`config.mk`:
```
export PLATFORM = sky130hd
export DESIGN_NAME = sha256_stream_hasher
export DESIGN_NICKNAME = d
export VERILOG_FILES = /design/src/hdl/sha256_pkg.sv /design/src/hdl/sha256_ram.sv /design/src/hdl/sha256_datapath.sv /design/src/hdl/sha256_ctrl.sv /design/src/hdl/sha256_stream_hasher.sv
export VERILOG_INCLUDE_DIRS = /design/src /design/src/hdl
export SDC_FILE = /design/constraint.sdc
export NUM_CORES = 2
export LEC_CHECK = 0
export BUFFER_PORTS_ARGS = -buffer_cell sky130_fd_sc_hd__clkbuf_2
export CORE_UTILIZATION = 30
export CTS_CLUSTER_DIAMETER = 200
export DETAILED_ROUTE_END_ITERATION = 8
export HOLD_SLACK_MARGIN = 0.1
export PLACE_DENSITY = 0.44
export SLEW_MARGIN = 20
export SYNTH_ARGS = -nofsm -noshare
export SYNTH_HDL_FRONTEND = slang
export SYNTH_SLANG_ARGS = --single-unit
export TNS_END_PERCENT = 50
```
`constraint.sdc`:
```
create_clock -name clk -period 19.4 [get_ports clk]
set_input_delay 1.94 -clock clk [delete_from_list [all_inputs] [get_ports clk]]
set_output_delay 1.94 -clock clk [all_outputs]
set_load 0.02 [all_outputs]
```
`src/hdl/sha256_stream_hasher_macros.svh`:
```
// ----------------------------------------------------------------------------
// sha256 stream hasher assertion macros
// shared property wrappers for the rtl assertions
// ----------------------------------------------------------------------------
`ifndef SHA256_STREAM_HASHER_MACROS_SVH
`define SHA256_STREAM_HASHER_MACROS_SVH

// implication checked on every clock edge outside reset
`define SHA_ASSERT_IMP(label, clk, rst_n, ante, cons, msg) \
	label: assert property (@(posedge clk) disable iff (!rst_n) (ante) |-> (cons)) \
		else $error(msg);

// next-cycle implication
`define SHA_ASSERT_NEXT(label, clk, rst_n, ante, cons, msg) \
	label: assert property (@(posedge clk) disable iff (!rst_n) (ante) |=> (cons)) \
		else $error(msg);

`endif

```
`src/hdl/sha256_pkg.sv`:
```
// ----------------------------------------------------------------------------
// sha256 package
// round constants, initial hash values and shared command types
// ----------------------------------------------------------------------------
package sha256_pkg;

	localparam int BLOCK_BYTES = 64;
	localparam int ROUNDS      = 64;
	localparam logic [7:0] PAD_BYTE = 8'h80;
	localparam logic [5:0] LEN_POS  = 6'd56;

	typedef logic [31:0] word_t;

	localparam word_t INIT_H [8] = '{
		32'h6a09e667, 32'hbb67ae85, 32'h3c6ef372, 32'ha54ff53a,
		32'h510e527f, 32'h9b05688c, 32'h1f83d9ab, 32'h5be0cd19};

	function automatic word_t round_k(input logic [5:0] t);
		word_t k;
		unique case (t)
			6'd0: k = 32'h428a2f98;  6'd1: k = 32'h71374491;
			6'd2: k = 32'hb5c0fbcf;  6'd3: k = 32'he9b5dba5;
			6'd4: k = 32'h3956c25b;  6'd5: k = 32'h59f111f1;
			6'd6: k = 32'h923f82a4;  6'd7: k = 32'hab1c5ed5;
			6'd8: k = 32'hd807aa98;  6'd9: k = 32'h12835b01;
			6'd10: k = 32'h243185be; 6'd11: k = 32'h550c7dc3;
			6'd12: k = 32'h72be5d74; 6'd13: k = 32'h80deb1fe;
			6'd14: k = 32'h9bdc06a7; 6'd15: k = 32'hc19bf174;
			6'd16: k = 32'he49b69c1; 6'd17: k = 32'hefbe4786;
			6'd18: k = 32'h0fc19dc6; 6'd19: k = 32'h240ca1cc;
			6'd20: k = 32'h2de92c6f; 6'd21: k = 32'h4a7484aa;
			6'd22: k = 32'h5cb0a9dc; 6'd23: k = 32'h76f988da;
			6'd24: k = 32'h983e5152; 6'd25: k = 32'ha831c66d;
			6'd26: k = 32'hb00327c8; 6'd27: k = 32'hbf597fc7;
			6'd28: k = 32'hc6e00bf3; 6'd29: k = 32'hd5a79147;
			6'd30: k = 32'h06ca6351; 6'd31: k = 32'h14292967;
			6'd32: k = 32'h27b70a85; 6'd33: k = 32'h2e1b2138;
			6'd34: k = 32'h4d2c6dfc; 6'd35: k = 32'h53380d13;
			6'd36: k = 32'h650a7354; 6'd37: k = 32'h766a0abb;
			6'd38: k = 32'h81c2c92e; 6'd39: k = 32'h92722c85;
			6'd40: k = 32'ha2bfe8a1; 6'd41: k = 32'ha81a664b;
			6'd42: k = 32'hc24b8b70; 6'd43: k = 32'hc76c51a3;
			6'd44: k = 32'hd192e819; 6'd45: k = 32'hd6990624;
			6'd46: k = 32'hf40e3585; 6'd47: k = 32'h106aa070;
			6'd48: k = 32'h19a4c116; 6'd49: k = 32'h1e376c08;
			6'd50: k = 32'h2748774c; 6'd51: k = 32'h34b0bcb5;
			6'd52: k = 32'h391c0cb3; 6'd53: k = 32'h4ed8aa4a;
			6'd54: k = 32'h5b9cca4f; 6'd55: k = 32'h682e6ff3;
			6'd56: k = 32'h748f82ee; 6'd57: k = 32'h78a5636f;
			6'd58: k = 32'h84c87814; 6'd59: k = 32'h8cc70208;
			6'd60: k = 32'h90befffa; 6'd61: k = 32'ha4506ceb;
			6'd62: k = 32'hbef9a3f7; 6'd63: k = 32'hc67178f2;
			default: k = '0;
		endcase
		return k;
	endfunction

	// byte source for a buffer write
	typedef enum logic [1:0] {
		BSRC_DATA = 2'd0,
		BSRC_PAD  = 2'd1,
		BSRC_ZERO = 2'd2,
		BSRC_LEN  = 2'd3
	} byte_src_t;

	// controller to datapath
	typedef struct packed {
		logic      buf_wr;      // write one byte into the block buffer
		byte_src_t buf_src;
		logic [5:0] buf_addr;
		logic      count_byte;  // add eight to the bit counter
		logic      load_word;   // load schedule word from buffer bytes
		logic [5:0] rd_addr;    // buffer read address
		logic      blk_start;   // copy chain into working vars
		logic      round_en;    // one compression round
		logic [5:0] round_idx;
		logic      blk_end;     // fold working vars into chain
		logic      msg_reset;   // back to initial values
		logic [2:0] out_sel;
	} dp_cmd_t;

	typedef struct packed {
		word_t digest;
	} dp_sts_t;

endpackage

```
`src/hdl/sha256_ram.sv`:
```
// ----------------------------------------------------------------------------
// sha256 generic ram
// single write port, single registered read port
// ----------------------------------------------------------------------------
module sha256_ram #(
	parameter int WIDTH = 8,
	parameter int DEPTH = 64
) (
	input  logic                     clk,
	input  logic                     wr_en,
	input  logic [$clog2(DEPTH)-1:0] wr_addr,
	input  logic [WIDTH-1:0]         wr_data,
	input  logic [$clog2(DEPTH)-1:0] rd_addr,
	output logic [WIDTH-1:0]         rd_data
);

	logic [WIDTH-1:0] mem_q [DEPTH];

	always_ff @(posedge clk) begin
		if (wr_en) begin
			mem_q[wr_addr] <= wr_data;
		end
		rd_data <= mem_q[rd_addr];
	end

endmodule

```
`src/hdl/sha256_datapath.sv`:
```
// ----------------------------------------------------------------------------
// sha256 datapath
// block buffer, bit counter, schedule window, round unit and chaining words
// ----------------------------------------------------------------------------
module sha256_datapath
	import sha256_pkg::*;
(
	input  logic    clk,
	input  logic    arst_n,
	input  logic [7:0] data_byte,
	input  dp_cmd_t cmd,
	output dp_sts_t sts
);

	logic [63:0] bits_q;
	word_t       chain_q [8];
	word_t       v_q [8];
	word_t       w_q [16];
	logic [7:0]  wr_byte;
	logic [7:0]  rd_byte;
	logic [7:0]  len_byte;
	logic        ld_q;
	word_t       acc_q;
	logic [1:0]  nb_q;

	// length byte at buffer position 56..63, big endian
	always_comb begin
		len_byte = bits_q[63:56];
		unique case (cmd.buf_addr[2:0])
			3'd0: len_byte = bits_q[63:56];
			3'd1: len_byte = bits_q[55:48];
			3'd2: len_byte = bits_q[47:40];
			3'd3: len_byte = bits_q[39:32];
			3'd4: len_byte = bits_q[31:24];
			3'd5: len_byte = bits_q[23:16];
			3'd6: len_byte = bits_q[15:8];
			3'd7: len_byte = bits_q[7:0];
			default: len_byte = '0;
		endcase
	end

	always_comb begin
		unique case (cmd.buf_src)
			BSRC_DATA: wr_byte = data_byte;
			BSRC_PAD:  wr_byte = PAD_BYTE;
			BSRC_ZERO: wr_byte = 8'h00;
			BSRC_LEN:  wr_byte = len_byte;
			default:   wr_byte = 8'h00;
		endcase
	end

	sha256_ram #(.WIDTH(8), .DEPTH(BLOCK_BYTES)) u_buf (
		.clk    (clk),
		.wr_en  (cmd.buf_wr),
		.wr_addr(cmd.buf_addr),
		.wr_data(wr_byte),
		.rd_addr(cmd.rd_addr),
		.rd_data(rd_byte)
	);

	// round logic
	word_t w_new, w_cur, s0, s1, t1, t2, w2, w15;
	always_comb begin
		w2  = w_q[14];
		w15 = w_q[1];
		s1  = {w2[16:0], w2[31:17]} ^ {w2[18:0], w2[31:19]} ^ (w2 >> 10);
		s0  = {w15[6:0], w15[31:7]} ^ {w15[17:0], w15[31:18]} ^ (w15 >> 3);
		w_new = s1 + w_q[9] + s0 + w_q[0];
		w_cur = (cmd.round_idx < 6'd16) ? w_q[0] : w_new;
		t1 = v_q[7] + ({v_q[4][5:0], v_q[4][31:6]} ^ {v_q[4][10:0], v_q[4][31:11]}
			^ {v_q[4][24:0], v_q[4][31:25]}) + ((v_q[4] & v_q[5]) ^ (~v_q[4] & v_q[6]))
			+ round_k(cmd.round_idx) + w_cur;
		t2 = ({v_q[0][1:0], v_q[0][31:2]} ^ {v_q[0][12:0], v_q[0][31:13]}
			^ {v_q[0][21:0], v_q[0][31:22]})
			+ ((v_q[0] & v_q[1]) ^ (v_q[0] & v_q[2]) ^ (v_q[1] & v_q[2]));
	end

	// byte position within the word being assembled, wraps once per word
	always_ff @(posedge clk or negedge arst_n) begin
		if (!arst_n) begin
			nb_q <= 2'd0;
		end else if (ld_q) begin
			nb_q <= nb_q + 2'd1;
		end
	end

	// w_q acts as a shift window: w_q[0] is the current word for round indices below 16
	always_ff @(posedge clk) begin
		ld_q <= cmd.load_word;
		if (ld_q) begin
			acc_q <= {acc_q[23:0], rd_byte};
			if (nb_q == 2'd3) begin
				for (int i = 0; i < 15; i++) w_q[i] <= w_q[i+1];
				w_q[15] <= {acc_q[23:0], rd_byte};
			end
		end
		if (cmd.blk_start) begin
			for (int i = 0; i < 8; i++) v_q[i] <= chain_q[i];
		end else if (cmd.round_en) begin
			for (int i = 0; i < 15; i++) w_q[i] <= w_q[i+1];
			w_q[15] <= w_cur;
			v_q[7] <= v_q[6]; v_q[6] <= v_q[5]; v_q[5] <= v_q[4];
			v_q[4] <= v_q[3] + t1;
			v_q[3] <= v_q[2]; v_q[2] <= v_q[1]; v_q[1] <= v_q[0];
			v_q[0] <= t1 + t2;
		end
	end

	always_ff @(posedge clk or negedge arst_n) begin
		if (!arst_n) begin
			bits_q <= '0;
			for (int i = 0; i < 8; i++) chain_q[i] <= INIT_H[i];
		end else if (cmd.msg_reset) begin
			bits_q <= '0;
			for (int i = 0; i < 8; i++) chain_q[i] <= INIT_H[i];
		end else begin
			if (cmd.count_byte) bits_q <= bits_q + 64'd8;
			if (cmd.blk_end) begin
				for (int i = 0; i < 8; i++) chain_q[i] <= chain_q[i] + v_q[i];
			end
		end
	end

	assign sts.digest = chain_q[cmd.out_sel];

endmodule

```
`src/hdl/sha256_ctrl.sv`:
```
// ----------------------------------------------------------------------------
// sha256 controller
// stream handshake, padding sequencer and compression sequencing
// ----------------------------------------------------------------------------
module sha256_ctrl
	import sha256_pkg::*;
`include "sha256_stream_hasher_macros.svh"
(
	input  logic    clk,
	input  logic    arst_n,
	input  logic    in_valid,
	input  logic    in_byte,
	input  logic    in_last,
	output logic    in_ready,
	output logic    out_valid,
	output logic    out_last,
	input  logic    out_ready,
	output dp_cmd_t cmd
);

	typedef enum logic [2:0] {
		ST_IDLE, ST_LOAD, ST_ROUND, ST_FOLD, ST_PAD, ST_OUT
	} state_t;

	state_t     state_q;
	logic [5:0] fill_q;
	logic [6:0] cnt_q;      // load byte index or round index
	logic       fin_q;      // finalising
	logic       lenblk_q;   // current padding block ends in the length
	logic       last_q;     // pending last after byte fill
	logic [2:0] osel_q;

	// no new transaction while a last is still waiting for its pad marker
	assign in_ready  = (state_q == ST_IDLE) && !last_q;
	assign out_valid = (state_q == ST_OUT);
	assign out_last  = out_valid && (osel_q == 3'd7);

	logic acc;
	assign acc = in_valid && in_ready;

	always_comb begin
		cmd = '0;
		cmd.out_sel   = osel_q;
		cmd.buf_addr  = fill_q;
		cmd.rd_addr   = cnt_q[5:0];
		cmd.round_idx = cnt_q[5:0];
		unique case (state_q)
			ST_IDLE: begin
				if (acc && in_byte) begin
					cmd.buf_wr = 1'b1;
					cmd.buf_src = BSRC_DATA;
					cmd.count_byte = 1'b1;
				end else if (acc && in_last) begin
					cmd.buf_wr = 1'b1;
					cmd.buf_src = BSRC_PAD;
				end else if (last_q) begin
					cmd.buf_wr = 1'b1;
					cmd.buf_src = BSRC_PAD;
				end
			end
			ST_PAD: begin
				cmd.buf_wr = 1'b1;
				cmd.buf_src = (lenblk_q && fill_q >= LEN_POS) ? BSRC_LEN : BSRC_ZERO;
			end
			ST_LOAD: begin
				cmd.load_word = (cnt_q < 7'd64);
				if (cnt_q == 7'd65) cmd.blk_start = 1'b1;
			end
			ST_ROUND: cmd.round_en = 1'b1;
			ST_FOLD:  cmd.blk_end = 1'b1;
			ST_OUT:   cmd.msg_reset = out_ready && (osel_q == 3'd7);
			default: ;
		endcase
	end

	always_ff @(posedge clk or negedge arst_n) begin
		if (!arst_n) begin
			state_q <= ST_IDLE;
			fill_q <= '0;
			cnt_q <= '0;
			fin_q <= 1'b0;
			lenblk_q <= 1'b0;
			last_q <= 1'b0;
			osel_q <= '0;
		end else begin
			unique case (state_q)
				ST_IDLE: begin
					if (acc && in_byte) begin
						fill_q <= fill_q + 6'd1;
						last_q <= in_last;
						if (fill_q == 6'd63) begin
							cnt_q <= '0;
							state_q <= ST_LOAD;
						end else if (in_last) begin
							state_q <= ST_IDLE;
						end
					end else if (acc && in_last) begin
						// pad marker written at fill position
						fin_q <= 1'b1;
						lenblk_q <= (fill_q < LEN_POS);
						fill_q <= fill_q + 6'd1;
						if (fill_q == 6'd63) begin
							cnt_q <= '0;
							state_q <= ST_LOAD;
						end else begin
							state_q <= ST_PAD;
						end
					end else if (last_q) begin
						// byte and last together: pad marker follows the byte
						last_q <= 1'b0;
						fin_q <= 1'b1;
						lenblk_q <= (fill_q < LEN_POS);
						fill_q <= fill_q + 6'd1;
						state_q <= (fill_q == 6'd63) ? ST_LOAD : ST_PAD;
						cnt_q <= '0;
					end
				end
				ST_PAD: begin
					fill_q <= fill_q + 6'd1;
					if (fill_q == 6'd63) begin
						cnt_q <= '0;
						state_q <= ST_LOAD;
					end
				end
				ST_LOAD: begin
					cnt_q <= cnt_q + 7'd1;
					if (cnt_q == 7'd65) begin
						cnt_q <= '0;
						state_q <= ST_ROUND;
					end
				end
				ST_ROUND: begin
					cnt_q <= cnt_q + 7'd1;
					if (cnt_q == 7'd63) state_q <= ST_FOLD;
				end
				ST_FOLD: begin
					fill_q <= '0;
					cnt_q <= '0;
					if (!fin_q) begin
						state_q <= ST_IDLE;
					end else if (lenblk_q) begin
						osel_q <= '0;
						state_q <= ST_OUT;
					end else begin
						lenblk_q <= 1'b1;
						state_q <= ST_PAD;
					end
				end
				ST_OUT: begin
					if (out_ready) begin
						osel_q <= osel_q + 3'd1;
						if (osel_q == 3'd7) begin
							fin_q <= 1'b0;
							lenblk_q <= 1'b0;
							state_q <= ST_IDLE;
						end
					end
				end
				default: state_q <= ST_IDLE;
			endcase
		end
	end

	`SHA_ASSERT_IMP(a_ready_idle, clk, arst_n, in_ready, !out_valid && !cmd.round_en, "ready while busy")
	`SHA_ASSERT_NEXT(a_fold_after_round, clk, arst_n, state_q == ST_ROUND && cnt_q == 7'd63, state_q == ST_FOLD, "round count slip")
	`SHA_ASSERT_IMP(a_last_eighth, clk, arst_n, out_last, osel_q == 3'd7, "word_last misplaced")
	`SHA_ASSERT_IMP(a_out_finalised, clk, arst_n, out_valid, fin_q && lenblk_q, "digest before length block")

endmodule

```
`src/hdl/sha256_stream_hasher.sv`:
```
// sha256 stream hasher: one byte transaction per accepted input
// a full block: buffer fill, schedule load, 64 rounds (one round a cycle) and one fold
// finalisation writes the padding bytes one a cycle, then one or two blocks, then eight words
// arst_n clears the controller and loads the initial hash values; buffer contents stay undefined
// ----------------------------------------------------------------------------
// sha256 stream hasher top level
// byte stream in, eight 32-bit digest words out
// ----------------------------------------------------------------------------
module sha256_stream_hasher
	import sha256_pkg::*;
(
	input  logic        clk,
	input  logic        arst_n,
	input  logic        s_tvalid,
	output logic        s_tready,
	input  logic [7:0]  s_tdata,   // data_byte
	input  logic        s_tuser,   // byte_valid
	input  logic        s_tlast,   // last_byte
	output logic        m_tvalid,
	input  logic        m_tready,
	output logic [31:0] m_tdata,   // digest_word
	output logic        m_tlast    // word_last
);

	dp_cmd_t cmd;
	dp_sts_t sts;

	// controller runs the padding and round sequence
	sha256_ctrl u_ctrl (
		.clk      (clk),
		.arst_n   (arst_n),
		.in_valid (s_tvalid),
		.in_byte  (s_tuser),
		.in_last  (s_tlast),
		.in_ready (s_tready),
		.out_valid(m_tvalid),
		.out_last (m_tlast),
		.out_ready(m_tready),
		.cmd      (cmd)
	);

	// datapath holds buffer, schedule, chain and bit count
	sha256_datapath u_dp (
		.clk      (clk),
		.arst_n   (arst_n),
		.data_byte(s_tdata),
		.cmd      (cmd),
		.sts      (sts)
	);

	assign m_tdata = sts.digest;

endmodule
```
== Word-level counts from Yosys, hierarchy flattened ==
Memory sizes are Yosys's and may differ from the RTL's. A register that Yosys moved wholly into a read port is not among the register bits.
Cells that the tools add are included.
Word-level totals
  register bits after elaboration: 369
  RAM bits: 1280
  memory bits (read-only): 2048
  input port bits: 14
  word-level logic and storage cells: 247
  memories kept: 4
Memories
  (name not given): depth 64, bits a word 32, rd ports 1, clocked after memory_dff 0, wr ports 0, RTL line sha256_pkg.sv:20  | unique case (t)
  u_dp.u_buf.mem_q: depth 64, bits a word 8, rd ports 1, clocked after memory_dff 1, wr ports 1, RTL line sha256_ram.sv:17  | logic [WIDTH-1:0] mem_q [DEPTH];
  u_dp.w_q: depth 16, bits a word 32, rd ports 16, clocked after memory_dff 0, wr ports 16, RTL line sha256_datapath.sv:18  | word_t w_q [16];
  u_dp.v_q: depth 8, bits a word 32, rd ports 8, clocked after memory_dff 0, wr ports 8, RTL line sha256_datapath.sv:17  | word_t v_q [8];
Operators by class
  add/sub/neg operators: 23
  $lt $le $gt $ge: 5
  equality and inequality tests: 32
  mux-type cells: 97
  bitwise gates (word level): 42
  reduce and logical (&&, ||, !) cells: 25
Operators by type and width (count)
  $mux 32: 27
  $add 32x32->32: 18
  $mux 256: 2
  $xor 32x32->32: 9
  $and 32x32->32: 5
  $mux 64: 2
  $bmux 32 s3: 1
  $add 64x4->64 const B: 1
  $pmux 8 s8: 1
  $mux 3: 18
  $mux 7: 5
  $pmux 7 s5: 1
  $not 32->32: 1
  $pmux 8 s4: 1
  $xor 32x22->32: 1
  $xor 32x29->32: 1
  $mux 1: 30
  $or 1x1->1: 24
  $eq 3x3->1 const B: 7
  $mux 6: 3
  $pmux 3 s6: 1
  $pmux 6 s3: 1
  $eq 3x2->1 const B: 4
  $ne 2x1->1 const B: 6
  35 further kinds: 54

== Logic depth before layout (Yosys ltp) ==
An unclocked memory read counts as a cell.
  depth after elaboration: 10
  mapped depth: 47
  gate-level depth less buffers: 43

== By module ==
Synthesis repeated with hierarchy kept, for this count alone.
Second synthesis, totals
  cells, all modules: 7972
  area, all modules: 92879.1 µm²
By module, submodules not included
  sha256_datapath: instances 1, cells an instance 6821, area each 71071.9 µm²
  sha256_ram: instances 1, cells an instance 972, area each 20190.6 µm²
  sha256_ctrl: instances 1, cells an instance 179, area each 1616.6 µm²

== Least setup slack after synthesis ==
Ideal clock, no wire load.
  kind: register -> register
  start point: register u_ctrl.cnt_q[1]
  end point: memory u_dp.v_q[0][0] (netlist name) (enable)
  setup time: 0.957 ns
  arrival: 14.174 ns
  slack: 4.269 ns
  cell stages (with the launch flop): 10
  buffers on the path: 3
  clock period less this slack: 15.131 ns
  cell sequence: dfrtp_1 -> clkbuf_1 -> clkbuf_1 -> clkbuf_1 -> clkinv_1 -> ha_1 -> nand3_1 -> nor2_1 -> nand2_1 -> a21oi_1
RTL lines
  start, declared: RTL line sha256_ctrl.sv:27  | logic [6:0] cnt_q;
  start signal, assigned: RTL line sha256_ctrl.sv:126  | cnt_q <= cnt_q + 7'd1;
  start signal, assigned: RTL line sha256_ctrl.sv:133  | cnt_q <= cnt_q + 7'd1;
  end, declared: RTL line sha256_datapath.sv:17

==> results_dict.tcl <==
set metrics [dict create \
    setup_viol 0 \
    crit_top_cell "o21ai_0" \
    hold_path_class "reg2reg" \
    clock_path_buffers 4 \
    cts-hold-fix-buffers 0 \
    start_util_pct 30.2 \
    gp_congestion 0.896 \
    antenna_found_initial 9 \
    synth-main-ff-cell "edfxtp_1" \
    timing.fmax_mhz 80.8 \
    cts_sinks 1654 \
    cp_slowest_cell "ha_1" \
    wl_met3_um 15400 \
    io_buffers 48 \
    crit_path_start_kind "flip-flop" \
    crit_fanout 47 \
    arrival_ns 12.94 \
    synth.top_cells.by_count "edfxtp_1 (1304), nand2_1 (1003), a21oi_1 (500)" \
    ctsHtreeMaxLevel 4 \
    synth_nets 8259 \
    die-area_um2 305000 \
    overflow 0 \
    root_buffer "clkbuf_16" \
    synthArstFlopShare_pct 20.6 \
    path_clk_slew_ns 0.06 \
    synth_cell_types 89 \
    drt-wirelength-per-cell_um 25.8 \
    wirelength_um 303000 \
    cts_tree "done" \
    core-area_um2 301000 \
    top_layer "met4" \
    grt_pass1_vias 60158 \
    timing.final.crit_period_ns 12.38 \
    cp.required_ns 19.96 \
    drive_gt1_share_pct 12.1 \
    slew_headroom_pct 26.7 \
    rows 201 \
    post_cts_buffers 0 \
    dr.first_iter.drc_count 5863 \
    critPathMaxStageDelay_ns 0.93 \
    grt_use_total_pct 19.5 \
    fin_worst_skew_ns 0.108 \
    ys_ff_latch 1654 \
    worstSkewPairLatency_ns 0.92 \
    yosys_warnings 0 \
    rsz0062_at_grt "false" \
    hpwl_um 215000 \
    synthDominantCellAreaShare_pct 43.1 \
    drt_first_pass_iters 6 \
    period_share_pct 63.8 \
    dr_wl_met2_um 135000 \
    grt_max_degree 169 \
    yosys.cell_count.top_type "edfxtp_1" \
    yosysSeqAreaShare_pct 52.9 \
    boundaryPins 49 \
    synth_area_leaders "edfxtp_1 (43%), mux4_2 (5.9%), dfrtp_1 (5.6%)" \
    postSynthCellCount 7647 \
    yosys.area.top_type "edfxtp_1" \
    fin_util_pct 34.0 \
    drc 0 \
    end_kind "flip-flop" \
    path_class "reg2reg" \
    drv_slew 0 \
    cts-resized-gates 0 \
    fp.dieW_um 552 \
    die_y_um 552 \
    synth_area_um2 90800 \
    tightestPinTransition_ns 1.10 \
    area_delta_synth_final_pct 12.5 \
    nets 8255 \
    tns_ns 0 \
    syn_avg_cell_area_um2 11.9 \
    hold_violations 0 \
    via_per_inst 5.21 \
    ant_nets 0 \
    synth-edff-count 1304 \
    drt-met1-wl_um 145000 \
    cts_made_buffers 200 \
    drv_cap 0 \
    outcome "complete, no violations" \
    grt_pass1_wl_um 439000 \
    num_vias 61326 \
]
==> worst max-delay path, delay by kind of cell, from the launching register on <==
kind                     cells  cell delay (ns)
AO/OA/AOI/OAI               17             4.23
XOR/XNOR                     3             0.64
AND/OR/NAND/NOR              8             1.24
adder cells (fa/ha/maj)      8             3.95
buffers and inverters        4             1.02
flip-flops                   1             0.89
==> layout make-up <==
cell class / instances / area, µm²
inverters: 382 / 1430
repair buffers: 153 / 1120
clock buffers: 268 / 5420
fillers: 29700 / 198000
clock inverters: 96 / 982
diodes: 2 / 5.00
well taps: 3958 / 4950
flip-flops and latches: 1654 / 48100
multi-input cells: 5252 / 40200
==> metal layers <==
metal | vias up | global-route usage [%]
met3 | 367 | 2.28
met2 | 1759 | 30.0
li1 | 27833 | -
met1 | 31367 | 29.0
met4 | 0 | 5.08
met5 | - | 0
==> registers in the layout, summed over array words and instances (netlist names), 3 cells and up <==
register            cells
u_dp.acc_q             24
u_ctrl.cnt_q            7
u_dp.v_q              256
u_dp.u_buf.mem_q      512
u_dp.w_q              512
u_ctrl.osel_q           3
u_dp.chain_q          256
u_dp.bits_q            61
u_ctrl.fill_q           6
u_dp.u_buf.rd_data      8
u_ctrl.state_q          3
==> path summary, 6_finish.rpt <==
| kind | startpoint | to | slack [ns] | depth (start not counted) |
|---|---|---|---|---|
| setup / recovery | u_ctrl.cnt_q[1] | u_dp.v_q[0][31] | 7.02 | 40 |
| hold / removal | u_dp.w_q[1][27] | u_dp.w_q[0][251] | 0.41 | 0 |
| setup reg to reg | u_ctrl.cnt_q[1] | u_dp.v_q[0][31] | 7.02 | 40 |
| hold reg to reg | u_dp.w_q[1][27] | u_dp.w_q[0][251] | 0.41 | 0 |
| max in group asynchronous | arst_n | u_dp.chain_q[69] | 15.82 | 4 |
| min in group asynchronous | arst_n | u_dp.chain_q[218] | 1.08 | 1 |
==> cell families after synthesis <==
family	share of synthesized area, %
muxes	7.12
buffers and inverters	3.07
DFF	52.9
and+or+nand+nor	9.83
xor gates and xnor gates	6.01
AOI/OAI and AO/OA	11.0
adders and majority gates	10.1
==> stage by stage <==
step | std cells | setup slack [ns] | instance area [µm²] | hold slack (ns)
after floorplan | 7647 | 4.27 | 90800 | 0.400
after global placement | 11398 | 7.21 | 95700 | 0.400
after detailed placement | 11398 | 7.20 | 95700 | 0.405
after CTS | 11762 | 7.14 | 102000 | 0.384
after global routing | 11765 | 6.42 | 102000 | 0.407
final | 11765 | 7.02 | 102000 | 0.405
==> cells in the final DEF (no fill, tap or decap), types with 55 or more instances in the layout <==
cell type / instances
o21ai_0: 476
nand2_1: 1001
xor2_1: 280
buf_4: 99
xnor2_1: 343
nand2b_1: 70
inv_1: 378
nor2_1: 447
nor3_1: 95
mux2_2: 63
dfrtp_1: 196
a21o_1: 161
a21oi_1: 498
clkbuf_1: 55
dfstp_2: 136
ha_1: 403
fa_1: 195
edfxtp_1: 1304
mux4_2: 238
clkbuf_16: 203
nand3_1: 166
Power is not shown: default switching activity piles up to over one toggle a cycle in this logic, so the estimate is an artifact.
